--- src/hw/rtl/trfa_pkg.sv ---
// ----------------------------------------------------------------------------
// trfa_pkg : shared types and constants of the temporary register file ALU
// Field widths, operation codes, sequencer states and divider control.
// ----------------------------------------------------------------------------
package trfa_pkg;

  localparam int KIND_W         = 5;
  localparam int IDX_W          = 12;
  localparam int DATA_W         = 32;
  localparam int TEMP_COUNT_DEF = 4096;

  typedef enum logic [KIND_W-1:0] {
    KIND_LOADIMM = 5'd0,
    KIND_MOVE    = 5'd1,
    KIND_ADD     = 5'd2,
    KIND_SUB     = 5'd3,
    KIND_MUL     = 5'd4,
    KIND_DIV     = 5'd5,
    KIND_MOD     = 5'd6,
    KIND_NEG     = 5'd7,
    KIND_LNOT    = 5'd8,
    KIND_BNOT    = 5'd9,
    KIND_EQ      = 5'd10,
    KIND_NE      = 5'd11,
    KIND_LT      = 5'd12,
    KIND_GT      = 5'd13,
    KIND_LE      = 5'd14,
    KIND_GE      = 5'd15,
    KIND_LAND    = 5'd16,
    KIND_LOR     = 5'd17,
    KIND_BAND    = 5'd18,
    KIND_BOR     = 5'd19,
    KIND_BXOR    = 5'd20,
    KIND_SHL     = 5'd21,
    KIND_SHR     = 5'd22,
    KIND_READ    = 5'd23
  } kind_t;

  typedef enum logic [2:0] {
    ST_CLEAR,
    ST_IDLE,
    ST_RD_B,
    ST_EXEC,
    ST_DIV,
    ST_FIN
  } state_t;

  typedef struct packed {
    logic start;
    logic is_mod;
  } div_ctrl_t;

endpackage

--- src/hw/rtl/trfa_alu.sv ---
// ----------------------------------------------------------------------------
// trfa_alu : combinational operation unit
// Arithmetic, compare, logic and shift on two 32-bit operands.
// ----------------------------------------------------------------------------
module trfa_alu (
  input  trfa_pkg::kind_t                   kind,
  input  logic [trfa_pkg::DATA_W-1:0]       a,
  input  logic [trfa_pkg::DATA_W-1:0]       b,
  input  logic [trfa_pkg::DATA_W-1:0]       imm,
  output logic [trfa_pkg::DATA_W-1:0]       value,
  output logic                              writes
);
  import trfa_pkg::*;

  logic              a_lt_b;
  logic              b_lt_a;
  logic [4:0]        sh;
  logic [DATA_W-1:0] prod;

  assign a_lt_b = $signed(a) < $signed(b);
  assign b_lt_a = $signed(b) < $signed(a);
  assign sh     = b[4:0];
  assign prod   = a * b;

  always_comb begin
    value  = '0;
    writes = 1'b1;
    unique case (kind)
      KIND_LOADIMM: value = imm;
      KIND_MOVE:    value = a;
      KIND_ADD:     value = a + b;
      KIND_SUB:     value = a - b;
      KIND_MUL:     value = prod;
      KIND_DIV,
      KIND_MOD:     value = '0;
      KIND_NEG:     value = DATA_W'(0) - a;
      KIND_LNOT:    value = DATA_W'(a == '0);
      KIND_BNOT:    value = ~a;
      KIND_EQ:      value = DATA_W'(a == b);
      KIND_NE:      value = DATA_W'(a != b);
      KIND_LT:      value = DATA_W'(a_lt_b);
      KIND_GT:      value = DATA_W'(b_lt_a);
      KIND_LE:      value = DATA_W'(!b_lt_a);
      KIND_GE:      value = DATA_W'(!a_lt_b);
      KIND_LAND:    value = DATA_W'((a != '0) && (b != '0));
      KIND_LOR:     value = DATA_W'((a != '0) || (b != '0));
      KIND_BAND:    value = a & b;
      KIND_BOR:     value = a | b;
      KIND_BXOR:    value = a ^ b;
      KIND_SHL:     value = a << sh;
      KIND_SHR:     value = DATA_W'($signed(a) >>> sh);
      KIND_READ: begin
        value  = a;
        writes = 1'b0;
      end
      default: begin
        value  = '0;
        writes = 1'b0;
      end
    endcase
  end

endmodule

--- config.mk ---
export PLATFORM = sky130hd
export DESIGN_NAME = trfa_alu
export DESIGN_NICKNAME = d
export VERILOG_FILES = /design/src/hw/rtl/trfa_pkg.sv /design/src/hw/rtl/trfa_alu.sv
export SDC_FILE = /design/constraint.sdc
export NUM_CORES = 2
export LEC_CHECK = 0
export ABC_AREA = 1
export BUFFER_PORTS_ARGS = -buffer_cell sky130_fd_sc_hd__buf_2
export CORE_UTILIZATION = 35
export DETAILED_ROUTE_END_ITERATION = 7
export PLACE_DENSITY = 0.48
export SETUP_SLACK_MARGIN = 0.05
export SYNTH_ARGS = -nofsm -noshare
export SYNTH_HDL_FRONTEND = slang
export SYNTH_SLANG_ARGS = --single-unit
--- constraint.sdc ---
create_clock -name vclk -period 14.2
set_input_delay 3.55 -clock vclk [all_inputs]
set_output_delay 3.55 -clock vclk [all_outputs]
set_load 0.02 [all_outputs]
==> impl_metrics.tcl <==
set metrics [dict create \
    seq_area_frac_synth_pct 0 \
    fin_nets 5230 \
    arrival_ns 10.50 \
    endpoint "value[30]" \
    worst_ep_required_time_ns 10.65 \
    finalWeightedCongestion 1.03 \
    synth_common_cells "nand2_1, inv_1, fa_1" \
    final_area_sq_um 30400 \
    synth_area_leaders "fa_1, nand2_1, inv_1, ha_1, o21ai_0" \
    coreArea_sq_um 78000 \
    grt-ovfl-total 0 \
    drive_gt1_share_pct 9.18 \
    yosys_warnings 0 \
    nFillCells 8718 \
    fin_hold_ws_ns 7.56 \
    routed_wl_mm 139 \
    die_x_um 283 \
    routedWlPerCell_um 25.2 \
    yosysTopAreaCellShare_pct 29.6 \
    fin_crit_ns 14.05 \
    rsz0062_at_grt "true" \
    status "finished, final reports clean" \
    start_util_pct 35.6 \
    cts_setup_buffers 0 \
    dieArea_sq_um 80400 \
    path_class "input port to output port" \
    final_antenna_net_count 0 \
    ys_types 66 \
    fin_crit_sh_pct 99.0 \
    synth_most_common_cell "nand2_1" \
    first_pass_iters 7 \
    synth_top_area_cell "fa_1" \
    vias_per_cell 5.31 \
    antenna_found_initial 22 \
    pin_count 134 \
    nFlopsAndLatches 0 \
    clkbuf_count 0 \
    grt_pass1_wl_mm 200 \
    crit_fanout 14 \
    slew_headroom_pct 8.72 \
    grt_start_max_net_pins 75 \
    synth.avg_cell_area_sq_um 6.35 \
    netlist_instances 4368 \
    dp_cells 5505 \
    min_path_type "input port to output port" \
    worst_setup_path_start_kind "input port" \
    crit_start "b[13]" \
    dpl.hpwl_mm 119 \
    io_buffer_count 134 \
    setup_viol 0 \
    finalHoldViolations 0 \
    final_cells 5510 \
    tightest_slew_ns 1.33 \
    endpoint_kind "output port" \
    placed_cell_area_sq_um 30300 \
    core.rowCount 102 \
    area_delta_synth_final_pct 9.49 \
    maxSlewViolCount 0 \
    drv_cap 0 \
    tns_ns 0 \
    synth_fp_nets 5131 \
    seq_area_sq_um 0 \
    die_h_um 283 \
    syn_area_sq_um 27700 \
    globalRouteTotalUtil_pct 34.1 \
    grt_pass1_vias 29400 \
    drc 0 \
    timing.fmax_mhz 71.2 \
    drt_iter0_markers 3002 \
    vias 29200 \
]
==> placed cells by master (no fill, tap or decap), drive strengths merged, types with 17 or more instances in the layout <==
cell,n
a21oi,219
a221oi,18
buf,303
fa,410
ha,252
inv,1008
nand2,1179
nand3,177
nand4,53
nor2,228
nor3,56
nor4,18
o211ai,25
o21ai,303
o21bai,19
o22ai,21
or2,18
xor2,17
==> how the worst min path moves through the flow <==
stage,startpoint,to,slack (ns),depth (start not counted)
3_5_place_dp,imm[24],value[24],7.55,6
4_1_cts,imm[24],value[24],7.56,6
3_3_place_gp,imm[24],value[24],7.55,6
6_report,imm[24],value[24],7.56,6
5_1_grt,imm[2],value[2],7.59,4
2_1_floorplan,imm[2],value[2],7.36,2
==> metrics by stage <==
step / setup slack, ns / utilization, %
floorplan: 0.336 / -
global placement: 0.190 / 38.8
detailed placement: 0.170 / 38.8
CTS: 0.138 / 38.8
global route: 0.0146 / 38.9
finish: 0.148 / 38.9
==> worst max-delay path: stages <==
cell and delay (ns):
buf_2 0.18, buf_4 0.31, buf_4 0.27, nand2_1 0.12, fa_1 0.57, fa_1 0.47
fa_1 0.51, fa_1 0.51, inv_1 0.05, fa_1 0.56, fa_1 0.43, fa_1 0.56
fa_1 0.43, ha_1 0.39, nand2_1 0.13, nor2_1 0.24, nand2_1 0.08, nor2_1 0.20
nor3_1 0.10, nand3_1 0.08, nand3_1 0.30, nand4_1 0.23, buf_2 0.19
==> cell type report <==
class	instances	area, sq um	share of cell area, %
Multi-Input combinational cell	3133	23000	75.7
Inverter	1014	3820	12.6
Timing Repair Buffer	318	2260	7.45
Tap cell	1040	1300	4.29
Antenna cell	5	12.5	0.0412
==> layer usage <==
layer,wire length (um),GRT usage (%)
met5,129,0
met4,6410,13.4
met3,12700,7.37
met2,59700,52.6
met1,60100,46.2
==> kinds of logic after synthesis <==
| group | count (synthesis) | share of synthesized area (%) |
|---|---|---|
| simple gates | 1741 | 26.2 |
| buf+inv | 1235 | 17.3 |
| compound gates | 697 | 14.4 |
| fa+ha+maj | 662 | 41.0 |
| xor+xnor | 24 | 0.758 |
| mux | 9 | 0.325 |
==> what timing repair did <==
item,in CTS,in global routing
hold buffers,0,0
endpoints found under the setup margin,0,12
gates resized for setup,0,29
Power is left out: the tool's default activity adds up to more than one toggle a clock period on the data nets, which glitch-free logic cannot reach.
