`src/hw/rtl/trfa_pkg.sv`:
```
// ----------------------------------------------------------------------------
// trfa_pkg : shared types and constants of the temporary register file ALU
// Field widths, operation codes, sequencer states and divider control.
// ----------------------------------------------------------------------------
package trfa_pkg;

  localparam int KIND_W         = 5;
  localparam int IDX_W          = 12;
  localparam int DATA_W         = 32;
  localparam int TEMP_COUNT_DEF = 4096;

  typedef enum logic [KIND_W-1:0] {
    KIND_LOADIMM = 5'd0,
    KIND_MOVE    = 5'd1,
    KIND_ADD     = 5'd2,
    KIND_SUB     = 5'd3,
    KIND_MUL     = 5'd4,
    KIND_DIV     = 5'd5,
    KIND_MOD     = 5'd6,
    KIND_NEG     = 5'd7,
    KIND_LNOT    = 5'd8,
    KIND_BNOT    = 5'd9,
    KIND_EQ      = 5'd10,
    KIND_NE      = 5'd11,
    KIND_LT      = 5'd12,
    KIND_GT      = 5'd13,
    KIND_LE      = 5'd14,
    KIND_GE      = 5'd15,
    KIND_LAND    = 5'd16,
    KIND_LOR     = 5'd17,
    KIND_BAND    = 5'd18,
    KIND_BOR     = 5'd19,
    KIND_BXOR    = 5'd20,
    KIND_SHL     = 5'd21,
    KIND_SHR     = 5'd22,
    KIND_READ    = 5'd23
  } kind_t;

  typedef enum logic [2:0] {
    ST_CLEAR,
    ST_IDLE,
    ST_RD_B,
    ST_EXEC,
    ST_DIV,
    ST_FIN
  } state_t;

  typedef struct packed {
    logic start;
    logic is_mod;
  } div_ctrl_t;

endpackage

```
`src/hw/rtl/trfa_div.sv`:
```
// ----------------------------------------------------------------------------
// trfa_div : iterative signed divider
// Restoring divider, one quotient bit per cycle, with sign fix-up.
// ----------------------------------------------------------------------------
module trfa_div (
  input  logic                               clk,
  input  logic                               rst_n,
  input  trfa_pkg::div_ctrl_t                ctrl,
  input  logic [trfa_pkg::DATA_W-1:0]        dividend,
  input  logic [trfa_pkg::DATA_W-1:0]        divisor,
  output logic                               done,
  output logic [trfa_pkg::DATA_W-1:0]        result
);
  import trfa_pkg::*;

  localparam int CNT_W = $clog2(DATA_W);

  logic              busy_r, busy_nxt;
  logic              done_r, done_nxt;
  logic [CNT_W-1:0]  cnt_r, cnt_nxt;
  logic [DATA_W-1:0] rem_r, rem_nxt;
  logic [DATA_W-1:0] quo_r, quo_nxt;
  logic [DATA_W-1:0] dvs_r, dvs_nxt;
  logic              neg_q_r, neg_q_nxt;
  logic              neg_r_r, neg_r_nxt;
  logic              zero_r, zero_nxt;
  logic              mod_r, mod_nxt;

  logic [DATA_W:0]   trial;
  logic [DATA_W:0]   diff;
  logic              ge;

  assign trial = {rem_r, quo_r[DATA_W-1]};
  assign diff  = trial - {1'b0, dvs_r};
  assign ge    = !diff[DATA_W];

  always_comb begin
    busy_nxt  = busy_r;
    done_nxt  = 1'b0;
    cnt_nxt   = cnt_r;
    rem_nxt   = rem_r;
    quo_nxt   = quo_r;
    dvs_nxt   = dvs_r;
    neg_q_nxt = neg_q_r;
    neg_r_nxt = neg_r_r;
    zero_nxt  = zero_r;
    mod_nxt   = mod_r;
    if (busy_r) begin
      rem_nxt = ge ? diff[DATA_W-1:0] : trial[DATA_W-1:0];
      quo_nxt = {quo_r[DATA_W-2:0], ge};
      cnt_nxt = cnt_r + 1'b1;
      if (cnt_r == CNT_W'(DATA_W - 1)) begin
        busy_nxt = 1'b0;
        done_nxt = 1'b1;
      end
    end else if (ctrl.start) begin
      // take magnitudes; signs are applied on the way out
      busy_nxt  = 1'b1;
      cnt_nxt   = '0;
      rem_nxt   = '0;
      quo_nxt   = dividend[DATA_W-1] ? (DATA_W'(0) - dividend) : dividend;
      dvs_nxt   = divisor[DATA_W-1] ? (DATA_W'(0) - divisor) : divisor;
      neg_q_nxt = dividend[DATA_W-1] ^ divisor[DATA_W-1];
      neg_r_nxt = dividend[DATA_W-1];
      zero_nxt  = (divisor == '0);
      mod_nxt   = ctrl.is_mod;
    end
  end

  always_ff @(posedge clk) begin
    if (!rst_n) begin
      busy_r <= 1'b0;
      done_r <= 1'b0;
      cnt_r  <= '0;
    end else begin
      busy_r <= busy_nxt;
      done_r <= done_nxt;
      cnt_r  <= cnt_nxt;
    end
  end

  always_ff @(posedge clk) begin
    rem_r   <= rem_nxt;
    quo_r   <= quo_nxt;
    dvs_r   <= dvs_nxt;
    neg_q_r <= neg_q_nxt;
    neg_r_r <= neg_r_nxt;
    zero_r  <= zero_nxt;
    mod_r   <= mod_nxt;
  end

  // zero divisor forces 0; INT_MIN / -1 wraps through the negation
  always_comb begin
    if (zero_r) begin
      result = '0;
    end else if (mod_r) begin
      result = neg_r_r ? (DATA_W'(0) - rem_r) : rem_r;
    end else begin
      result = neg_q_r ? (DATA_W'(0) - quo_r) : quo_r;
    end
  end

  assign done = done_r;

endmodule

```
`config.mk`:
```
export PLATFORM = sky130hd
export DESIGN_NAME = trfa_div
export DESIGN_NICKNAME = d
export VERILOG_FILES = /design/src/hw/rtl/trfa_pkg.sv /design/src/hw/rtl/trfa_div.sv
export SDC_FILE = /design/constraint.sdc
export NUM_CORES = 1
export LEC_CHECK = 0
export BUFFER_PORTS_ARGS = -buffer_cell sky130_fd_sc_hd__buf_4
export CAP_MARGIN = 5
export CORE_MARGIN = 2
export CORE_UTILIZATION = 60
export CTS_BUF_LIST = sky130_fd_sc_hd__clkbuf_4 sky130_fd_sc_hd__clkbuf_8 sky130_fd_sc_hd__clkbuf_16
export CTS_CLUSTER_SIZE = 8
export DETAILED_ROUTE_END_ITERATION = 10
export PLACE_DENSITY = 0.81
export REMOVE_ABC_BUFFERS = 1
export SLEW_MARGIN = 20
export SYNTH_ARGS = -nofsm -noshare
export SYNTH_HDL_FRONTEND = slang
export SYNTH_SLANG_ARGS = --single-unit
```
`constraint.sdc`:
```
create_clock -name clk -period 4.6 [get_ports clk]
set_clock_uncertainty 0.1 [all_clocks]
set_input_delay 1.38 -clock clk [delete_from_list [all_inputs] [get_ports clk]]
set_output_delay 1.38 -clock clk [all_outputs]
set_load 0.02 [all_outputs]
```
==> flow_summary.html, run 1 <==
<table>
<tr><th>Metric</th><th>Value</th></tr>
<tr><th colspan="2">Synth</th></tr>
<tr><td>Total of flip-flops plus latches after synthesis</td><td>107</td></tr>
<tr><td>Yosys warning count</td><td>0</td></tr>
<tr><td>Sequential cell area fraction in the yosys report</td><td>34.58%</td></tr>
<tr><td>Avg Cell Area, Syn</td><td>8.808 um2</td></tr>
<tr><td>Number of distinct library cells after synthesis</td><td>64</td></tr>
<tr><td>Main flop type after synthesis</td><td>sky130_fd_sc_hd__edfxtp_1</td></tr>
<tr><td>Cell count after synthesis</td><td>1,032</td></tr>
<tr><td>Fraction of registers with async set/reset</td><td>0%</td></tr>
<tr><td>Number of enable flip-flop cells after synthesis</td><td>100</td></tr>
<tr><td>Synth Cell Area</td><td>9090 um2</td></tr>
<tr><th colspan="2">Clocking</th></tr>
<tr><td>CTS tree</td><td>done</td></tr>
<tr><td>Clk Latency, worst-skew pair</td><td>0.36 ns</td></tr>
<tr><td>Clock slew seen by the registers of the worst setup and hold paths</td><td>0.07 ns</td></tr>
<tr><td>Root Buffer</td><td>sky130_fd_sc_hd__clkbuf_16</td></tr>
<tr><td>CTS Hold Buffers Added</td><td>0</td></tr>
<tr><td>Number of CTS-inserted buffers</td><td>9</td></tr>
<tr><td>Clock sink total</td><td>107</td></tr>
<tr><td>Number of levels the H-tree was split into</td><td>3</td></tr>
<tr><td>Maximum number of buffers from clock root to sink</td><td>2</td></tr>
<tr><th colspan="2">Drt</th></tr>
<tr><td>Number of vias after detailed routing</td><td>7,844</td></tr>
<tr><td>Routed WL per cell</td><td>16.28 um</td></tr>
<tr><td>Number of DRC violations after detailed-routing iteration 0</td><td>825</td></tr>
<tr><td>DR vias/cell</td><td>6.038</td></tr>
<tr><td>Total detailed-routing wirelength</td><td>21,150 um</td></tr>
<tr><td>Total iterations of the first detailed-routing run</td><td>5</td></tr>
<tr><td>Post-DRT Antenna Nets</td><td>0</td></tr>
<tr><td>Total DRC errors in the routed layout</td><td>0</td></tr>
<tr><th colspan="2">Timing</th></tr>
<tr><td>Setup Viol. Count Final</td><td>0</td></tr>
<tr><td>Setup repair after global routing missed its margin</td><td>yes</td></tr>
<tr><td>Share of the clock period used by the worst path</td><td>98.36%</td></tr>
<tr><td>Pin slew with the least headroom to its limit</td><td>1.020 ns</td></tr>
<tr><td>Minimum period implied by the final worst setup slack</td><td>4.525 ns</td></tr>
<tr><td>Worst slew margin relative to its limit</td><td>31.93%</td></tr>
<tr><td>Final count of pins violating max slew</td><td>0</td></tr>
<tr><td>Highest attainable clock frequency</td><td>0.2210 GHz</td></tr>
<tr><td>Setup TNS</td><td>0 ns</td></tr>
<tr><td>Final Hold Violating Endpoints</td><td>0</td></tr>
<tr><td>Worst hold margin</td><td>0.4968 ns</td></tr>
<tr><th colspan="2">Placement</th></tr>
<tr><td>Hpwl dp</td><td>15,610 um</td></tr>
<tr><td>Count of input and output buffers</td><td>100</td></tr>
<tr><td>Placed instance count</td><td>1,278</td></tr>
<tr><td>Gpl congestion</td><td>0.8921</td></tr>
<tr><th colspan="2">Power and ir drop</th></tr>
<tr><td>Leakage power figure</td><td>4.119 nW</td></tr>
<tr><td>Power per cell area</td><td>348.7 nW/um2</td></tr>
<tr><td>Maximum VDD drop</td><td>0.2358 mV</td></tr>
<tr><th colspan="2">Hold path</th></tr>
<tr><td>WHS Path Cells</td><td>2</td></tr>
<tr><td>Min-Delay Startpoint</td><td>cnt_r[2]$_SDFFE_PN0P_</td></tr>
<tr><td>Type of the most critical hold path</td><td>reg2reg</td></tr>
<tr><th colspan="2">Final layout</th></tr>
<tr><td>Number of nets in the layout</td><td>1,217</td></tr>
<tr><td>Synthesis-to-layout area growth</td><td>14.52%</td></tr>
<tr><td>Commonest cells after routing, fill and taps aside</td><td>112 x sky130_fd_sc_hd__buf_4, 100 x sky130_fd_sc_hd__nand2_1, 100 x sky130_fd_sc_hd__edfxtp_1, 89 x sky130_fd_sc_hd__o21ai_0, 79 x sky130_fd_sc_hd__nor2_1</td></tr>
<tr><td># diodes</td><td>0</td></tr>
<tr><td>Fraction of final layout cells with drive strength greater than 1</td><td>14.80%</td></tr>
<tr><td>Most frequent standard cell in the layout excluding fill and tap cells</td><td>sky130_fd_sc_hd__buf_4</td></tr>
<tr><td>Filler-free cell count of the finished design</td><td>1,299</td></tr>
<tr><td>Final core utilization</td><td>71.09%</td></tr>
<tr><th colspan="2">Global routing</th></tr>
<tr><td>Busiest grt layer</td><td>met2</td></tr>
<tr><td>Met2 Track Usage GR</td><td>41.68%</td></tr>
<tr><td>Met3 track demand over resource in global routing</td><td>2.429%</td></tr>
<tr><td>Maximum number of pins on one net before global-route repair</td><td>61</td></tr>
<tr><td>Initial antenna violation count</td><td>0</td></tr>
<tr><td>Total global routing overflow</td><td>0</td></tr>
<tr><td>Met1 Resource Use GR</td><td>37.61%</td></tr>
<tr><td>First-pass GRT wire length</td><td>34,100 um</td></tr>
<tr><td>Vias in the first global route</td><td>7,172</td></tr>
<tr><td>Overall routing resource usage</td><td>25.86%</td></tr>
<tr><th colspan="2">Worst setup path</th></tr>
<tr><td>Largest fanout of any net on the critical path</td><td>6</td></tr>
<tr><td>Worst path max stage delay</td><td>0.53 ns</td></tr>
<tr><td>Flop-to-flop setup slack</td><td>0.83 ns</td></tr>
<tr><td>Count of buffering cells on the critical path with inverters included</td><td>1</td></tr>
<tr><td>Depth of the most critical reg-to-reg path</td><td>12</td></tr>
<tr><td>Required time reported for the critical path endpoint</td><td>3.12 ns</td></tr>
<tr><td>Endpoint of the lowest-slack register-to-register path</td><td>rem_r[4]$_SDFFCE_PN0P_</td></tr>
<tr><td>Kind of launch point of the worst setup path</td><td>flip-flop</td></tr>
<tr><td>Worst setup path start</td><td>quo_r[2]$_DFFE_PP_</td></tr>
<tr><td>Crit path capture type</td><td>primary output</td></tr>
<tr><td>Kind of critical path</td><td>reg2out</td></tr>
<tr><td>Reg2reg start</td><td>quo_r[31]$_DFFE_PP_</td></tr>
<tr><td>Slowest CP cell</td><td>sky130_fd_sc_hd__edfxtp_1</td></tr>
<tr><td>Crit path arrival time</td><td>3.04 ns</td></tr>
<tr><td>Worst setup path endpoint</td><td>result[29]</td></tr>
<tr><td>CP delay by family, top</td><td>simple AND/OR/NAND/NOR gates</td></tr>
<tr><td>Levels on crit path</td><td>9</td></tr>
<tr><td>Cells along the critical path</td><td>nor4_4 -&gt; nand4_1 -&gt; or3_4 -&gt; nand2b_2 -&gt; o41ai_4 -&gt; xnor2_1 -&gt; nor2_1 -&gt; a211oi_2 -&gt; buf_4</td></tr>
<tr><th colspan="2">Die</th></tr>
<tr><td>Number of standard-cell rows in the floorplan</td><td>44</td></tr>
<tr><td>Core area</td><td>14,640 um2</td></tr>
<tr><td>Starting density of the core</td><td>62.07%</td></tr>
<tr><td>Area of the die</td><td>16,150 um2</td></tr>
<tr><td>Die boundary width</td><td>127.1 um</td></tr>
<tr><td>Height of the die</td><td>127.1 um</td></tr>
<tr><td>Top-level port count</td><td>101</td></tr>
<tr><th colspan="2">Flow run</th></tr>
<tr><td>Number of maximum-capacitance violations</td><td>0</td></tr>
<tr><th colspan="2">Status</th></tr>
<tr><td>Outcome</td><td>finished clean</td></tr>
</table>
-- stage by stage --
step	total power, mW	worst slack [ns]	instance area (um2)
after floorplan	2.386	0.4195	8907
after global placement	2.779	0.3832	9977
after detailed placement	2.810	0.3831	9977
after CTS	3.590	0.01656	10280
after global routing	3.833	-0.1106	10410
final	3.630	0.07530	10410
-- worst min-delay path by stage --
stage,endpoint
2_1_floorplan,cnt_r[2]$_SDFFE_PN0P_
5_1_grt,cnt_r[2]$_SDFFE_PN0P_
3_5_place_dp,cnt_r[2]$_SDFFE_PN0P_
3_3_place_gp,cnt_r[2]$_SDFFE_PN0P_
6_report,cnt_r[2]$_SDFFE_PN0P_
4_1_cts,cnt_r[2]$_SDFFE_PN0P_
-- worst register-to-register path: cells and delay by family, from the launching register on --
family | cells | cell delay (ns)
AO/OA/AOI/OAI | 5 | 1.41
adder cells (fa/ha/maj) | 2 | 0.64
buffers and inverters | 2 | 0.40
flip-flops | 1 | 0.44
multiplexers | 1 | 0.26
AND/OR/NAND/NOR | 2 | 0.24
-- repair_timing --
| action | in CTS | in global routing |
|---|---|---|
| pin swaps | 0 | 2 |
| buffers inserted | 0 | 4 |
| setup endpoints to repair | 3 | 6 |
| cloned | 0 | 0 |
| gates resized for setup | 1 | 14 |
-- metal layers --
layer  wire length [um]  up-vias  share of wire [%]
met5                  0        -                  0
met2               9682      313                 46
li1                   -     3927                  -
met1               9830     3579                 46
met3               1327       25                6.3
met4                307        0                1.5
-- kinds of logic after synthesis --
family	Yosys count	share of synthesized area, %
buf+inv	95	3.992
fa+ha+maj	39	5.451
mux	27	2.973
xor+xnor	134	12.91
compound gates	282	20.59
flops	107	34.58
simple gates	348	19.50
-- power by group --
part | leakage (nW) | switching, mW | internal (mW)
clock | 0.141 | 0.362 | 0.421
sequential | 1.07 | 0.170 | 1.22
combinational | 2.91 | 0.810 | 0.643
total | 4.12 | 1.34 | 2.29
-- synth_stat cells (30+ instances only) --
cell type                    n  area [um2]
sky130_fd_sc_hd__o31ai_1    30       225.2
sky130_fd_sc_hd__clkbuf_1   38       142.6
sky130_fd_sc_hd__edfxtp_1  100        3003
sky130_fd_sc_hd__xnor2_1    71       621.9
sky130_fd_sc_hd__a211oi_1   30       225.2
sky130_fd_sc_hd__ha_1       38       475.5
sky130_fd_sc_hd__inv_1      48       180.2
sky130_fd_sc_hd__o21ai_0    90       450.4
sky130_fd_sc_hd__xor2_1     63       551.8
sky130_fd_sc_hd__nor2_1     79       296.5
sky130_fd_sc_hd__a21oi_1    49       245.2
sky130_fd_sc_hd__nand2_1   100       375.4
-- layout make-up --
type | count | area [um2]
Fill cell | 1189 | 4234
Inverter | 48 | 180.2
Clock buffer | 9 | 225.2
Multi-Input combinational cell | 830 | 5674
Tap cell | 184 | 230.2
Timing Repair Buffer | 114 | 888.4
Sequential cell | 107 | 3144
Clock inverter | 7 | 67.56
-- registers in the layout, indices dropped and copies added (netlist names) --
signal	count
neg_r_r	1
zero_r	1
rem_r	32
busy_r	1
done	1
mod_r	1
dvs_r	32
quo_r	32
neg_q_r	1
cnt_r	5
Power figures use the tool's default switching activity.
==> inputs of run 2 (changes only) <==
BUFFER_PORTS_ARGS = -buffer_cell sky130_fd_sc_hd__buf_2   (was -buffer_cell sky130_fd_sc_hd__buf_4)
==> flow_summary.html, run 2 (synthesis gave the netlist of run 1 again) <==
<table>
<tr><th>Metric</th><th>Value</th></tr>
<tr><th colspan="2">Flow run</th></tr>
<tr><td>Number of maximum-capacitance violations</td><td>0 (unchanged)</td></tr>
<tr><th colspan="2">Power and ir drop</th></tr>
<tr><td>Maximum VDD drop</td><td>0.2205 mV (was 0.2358 mV)</td></tr>
<tr><td>Power per cell area</td><td>348.3 nW/um2 (was 348.7 nW/um2)</td></tr>
<tr><td>Leakage power figure</td><td>4.015 nW (was 4.119 nW)</td></tr>
<tr><td>Final total power</td><td>3.520 mW (was 3.630 mW)</td></tr>
<tr><th colspan="2">Worst setup path</th></tr>
<tr><td>Reg2reg start</td><td>quo_r[31]$_DFFE_PP_ (unchanged)</td></tr>
<tr><td>Worst setup path start</td><td>quo_r[25]$_DFFE_PP_ (was quo_r[2]$_DFFE_PP_)</td></tr>
<tr><td>Kind of critical path</td><td>reg2out (unchanged)</td></tr>
<tr><td>Cells along the critical path</td><td>or4_1 -&gt; or4_1 -&gt; o21ai_0 -&gt; and3_1 -&gt; xnor2_1 -&gt; nor2_1 -&gt; a211oi_1 -&gt; buf_2 (was nor4_4 -&gt; nand4_1 -&gt; or3_4 -&gt; nand2b_2 -&gt; o41ai_4 -&gt; xnor2_1 -&gt; nor2_1 -&gt; a211oi_2 -&gt; buf_4)</td></tr>
<tr><td>Slowest CP cell</td><td>sky130_fd_sc_hd__or4_1 (was sky130_fd_sc_hd__edfxtp_1)</td></tr>
<tr><td>Cell occurring most often along the worst timing path</td><td>sky130_fd_sc_hd__or4_1</td></tr>
<tr><td>Worst path max stage delay</td><td>0.61 ns (was 0.53 ns)</td></tr>
<tr><td>Required time reported for the critical path endpoint</td><td>3.12 ns (about the same)</td></tr>
<tr><td>Kind of launch point of the worst setup path</td><td>flip-flop (unchanged)</td></tr>
<tr><td>Crit path capture type</td><td>primary output (unchanged)</td></tr>
<tr><td>Crit path arrival time</td><td>3.05 ns (was 3.04 ns)</td></tr>
<tr><td>Largest fanout of any net on the critical path</td><td>5 (was 6)</td></tr>
<tr><th colspan="2">Hold path</th></tr>
<tr><td>Type of the most critical hold path</td><td>reg2reg (unchanged)</td></tr>
<tr><td>Min-Delay Startpoint</td><td>cnt_r[2]$_SDFFE_PN0P_ (unchanged)</td></tr>
<tr><th colspan="2">Placement</th></tr>
<tr><td>Worst slack at placement</td><td>0.3547 ns (was 0.3831 ns)</td></tr>
<tr><td>Gpl congestion</td><td>0.9055 (was 0.8921)</td></tr>
<tr><td>Placed instance count</td><td>1,279 (was 1,278)</td></tr>
<tr><td>Total cell area at the placement stage</td><td>9734 um2 (was 9977 um2)</td></tr>
<tr><td>Count of input and output buffers</td><td>100 (unchanged)</td></tr>
<tr><td>Hpwl dp</td><td>15,490 um (was 15,610 um)</td></tr>
<tr><th colspan="2">Global routing</th></tr>
<tr><td>Vias in the first global route</td><td>7,050 (was 7,172)</td></tr>
<tr><td>Maximum number of pins on one net before global-route repair</td><td>85 (was 61)</td></tr>
<tr><td>First-pass GRT wire length</td><td>33,710 um (was 34,100 um)</td></tr>
<tr><td>Initial antenna violation count</td><td>0 (unchanged)</td></tr>
<tr><td>Total global routing overflow</td><td>0 (unchanged)</td></tr>
<tr><td>Overall routing resource usage</td><td>25.59% (was 25.86%)</td></tr>
<tr><th colspan="2">Drt</th></tr>
<tr><td>Post-DRT Antenna Nets</td><td>0 (unchanged)</td></tr>
<tr><td>Met3 wire len</td><td>1092 um (was 1327 um)</td></tr>
<tr><td>DR vias/cell</td><td>6.024 (was 6.038)</td></tr>
<tr><td>Detailed-route wire length on metal 1</td><td>9882 um (was 9830 um)</td></tr>
<tr><td>Number of DRC violations after detailed-routing iteration 0</td><td>800 (was 825)</td></tr>
<tr><td>Number of vias after detailed routing</td><td>7,819 (was 7,844)</td></tr>
<tr><td>Total iterations of the first detailed-routing run</td><td>7 (was 5)</td></tr>
<tr><td>Routed WL per cell</td><td>16.05 um (was 16.28 um)</td></tr>
<tr><td>Highest layer used for signal routing</td><td>met4 (unchanged)</td></tr>
<tr><td>Total DRC errors in the routed layout</td><td>0 (unchanged)</td></tr>
<tr><td>Total detailed-routing wirelength</td><td>20,830 um (was 21,150 um)</td></tr>
<tr><td>Metal2 WL</td><td>9524 um (was 9682 um)</td></tr>
<tr><th colspan="2">Clocking</th></tr>
<tr><td>Number of levels the H-tree was split into</td><td>3 (unchanged)</td></tr>
<tr><td>Clock sink total</td><td>107 (unchanged)</td></tr>
<tr><td>CTS Hold Buffers Added</td><td>0 (unchanged)</td></tr>
<tr><td>Number of CTS-inserted buffers</td><td>9 (unchanged)</td></tr>
<tr><td>Clock slew seen by the registers of the worst setup and hold paths</td><td>0.07 ns (about the same)</td></tr>
<tr><td>Root Buffer</td><td>sky130_fd_sc_hd__clkbuf_16 (unchanged)</td></tr>
<tr><td>Maximum number of buffers from clock root to sink</td><td>2 (unchanged)</td></tr>
<tr><td>CTS tree</td><td>done (unchanged)</td></tr>
<tr><td>Clk Latency, worst-skew pair</td><td>0.36 ns (about the same)</td></tr>
<tr><th colspan="2">Timing</th></tr>
<tr><td>Pin slew with the least headroom to its limit</td><td>1.002 ns (was 1.020 ns)</td></tr>
<tr><td>Worst slew margin relative to its limit</td><td>33.03% (was 31.93%)</td></tr>
<tr><td>Setup repair after global routing missed its margin</td><td>yes (unchanged)</td></tr>
<tr><td>Highest attainable clock frequency</td><td>0.2209 GHz (was 0.2210 GHz)</td></tr>
<tr><td>Final Hold Violating Endpoints</td><td>0 (unchanged)</td></tr>
<tr><td>Minimum period implied by the final worst setup slack</td><td>4.526 ns (was 4.525 ns)</td></tr>
<tr><td>Setup ws final</td><td>0.07356 ns (was 0.07530 ns)</td></tr>
<tr><td>Share of the clock period used by the worst path</td><td>98.40% (was 98.36%)</td></tr>
<tr><td>Final count of pins violating max slew</td><td>0 (unchanged)</td></tr>
<tr><td>Setup Viol. Count Final</td><td>0 (unchanged)</td></tr>
<tr><td>Setup TNS</td><td>0 ns (unchanged)</td></tr>
<tr><th colspan="2">Final layout</th></tr>
<tr><td># diodes</td><td>0 (unchanged)</td></tr>
<tr><td>Top Registers</td><td>dvs_r x32, quo_r x32, rem_r x32 (unchanged)</td></tr>
<tr><td>Commonest cells after routing, fill and taps aside</td><td>100 x sky130_fd_sc_hd__nand2_1, 100 x sky130_fd_sc_hd__edfxtp_1, 100 x sky130_fd_sc_hd__buf_2, 88 x sky130_fd_sc_hd__o21ai_0, 79 x sky130_fd_sc_hd__nor2_1 (was 112 x sky130_fd_sc_hd__buf_4, 100 x sky130_fd_sc_hd__nand2_1, 100 x sky130_fd_sc_hd__edfxtp_1, 89 x sky130_fd_sc_hd__o21ai_0, 79 x sky130_fd_sc_hd__nor2_1)</td></tr>
<tr><td>Final instance area</td><td>10,100 um2 (was 10,410 um2)</td></tr>
<tr><td>Fraction of final layout cells with drive strength greater than 1</td><td>14.81% (was 14.80%)</td></tr>
<tr><td>Number of nets in the layout</td><td>1,217 (unchanged)</td></tr>
<tr><td>Synthesis-to-layout area growth</td><td>11.16% (was 14.52%)</td></tr>
<tr><td>Filler-free cell count of the finished design</td><td>1,298 (was 1,299)</td></tr>
<tr><th colspan="2">Die</th></tr>
<tr><td>Top-level port count</td><td>101 (unchanged)</td></tr>
<tr><td>Height of the die</td><td>127.1 um (unchanged)</td></tr>
<tr><td>Area of the die</td><td>16,150 um2 (unchanged)</td></tr>
<tr><td>Number of standard-cell rows in the floorplan</td><td>44 (unchanged)</td></tr>
<tr><td>Starting density of the core</td><td>62.07% (unchanged)</td></tr>
<tr><td>Core area</td><td>14,640 um2 (unchanged)</td></tr>
<tr><td>Die boundary width</td><td>127.1 um (unchanged)</td></tr>
<tr><th colspan="2">Status</th></tr>
<tr><td>Outcome</td><td>finished clean (unchanged)</td></tr>
</table>
[run 2: path summary, 6_finish.rpt]
kind                                                to  slack [ns]  cells past startpoint
worst max-delay path                        result[30]        0.07                      8
worst min-delay path             cnt_r[2]$_SDFFE_PN0P_        0.46                      2
worst max register to register  rem_r[9]$_SDFFCE_PN0P_        0.75                     12
worst min register to register   cnt_r[2]$_SDFFE_PN0P_        0.46                      2
[run 2: critical path, delay by kind of cell, from the launching register on]
kind            cells  cell delay (ns)
simple gates        4             1.39
flops               1             0.49
compound gates      2             0.45
buf+inv             1             0.22
xor+xnor            1             0.14
[run 2: layout make-up]
type | count | area, um2
tap | 184 | 230.2
clock inverter | 4 | 18.77
inverter | 48 | 180.2
fill | 1180 | 4539
timing repair buffer | 114 | 625.6
clock buffer | 11 | 240.2
sequential | 107 | 3144
multi-input combinational | 830 | 5665
[run 2: stage by stage]
step / hold slack, ns / util [%]
after floorplan: 0.4134 / -
after global placement: 0.4358 / 66.47
after detailed placement: 0.4503 / 66.47
after CTS: 0.4578 / 68.28
after global routing: 0.4822 / 69.00
final: 0.4646 / 69.00
[run 2: power breakdown]
group	internal, mW	leakage, nW	switching [mW]
Sequential	1.22	1.07	0.170
Clock	0.371	0.125	0.341
Combinational	0.606	2.82	0.807
[run 2: repair_timing]
item,4_1_cts,5_1_grt
pin swaps,0,2
resized for setup,1,16
buffers inserted,0,3
endpoints found under the setup margin,4,7
[run 2: per-layer routing]
metal	global-route usage (%)	up-vias
met5	0	-
li1	-	3947
met3	2.806	20
met4	7.563	0
met1	36.49	3602
met2	41.56	250
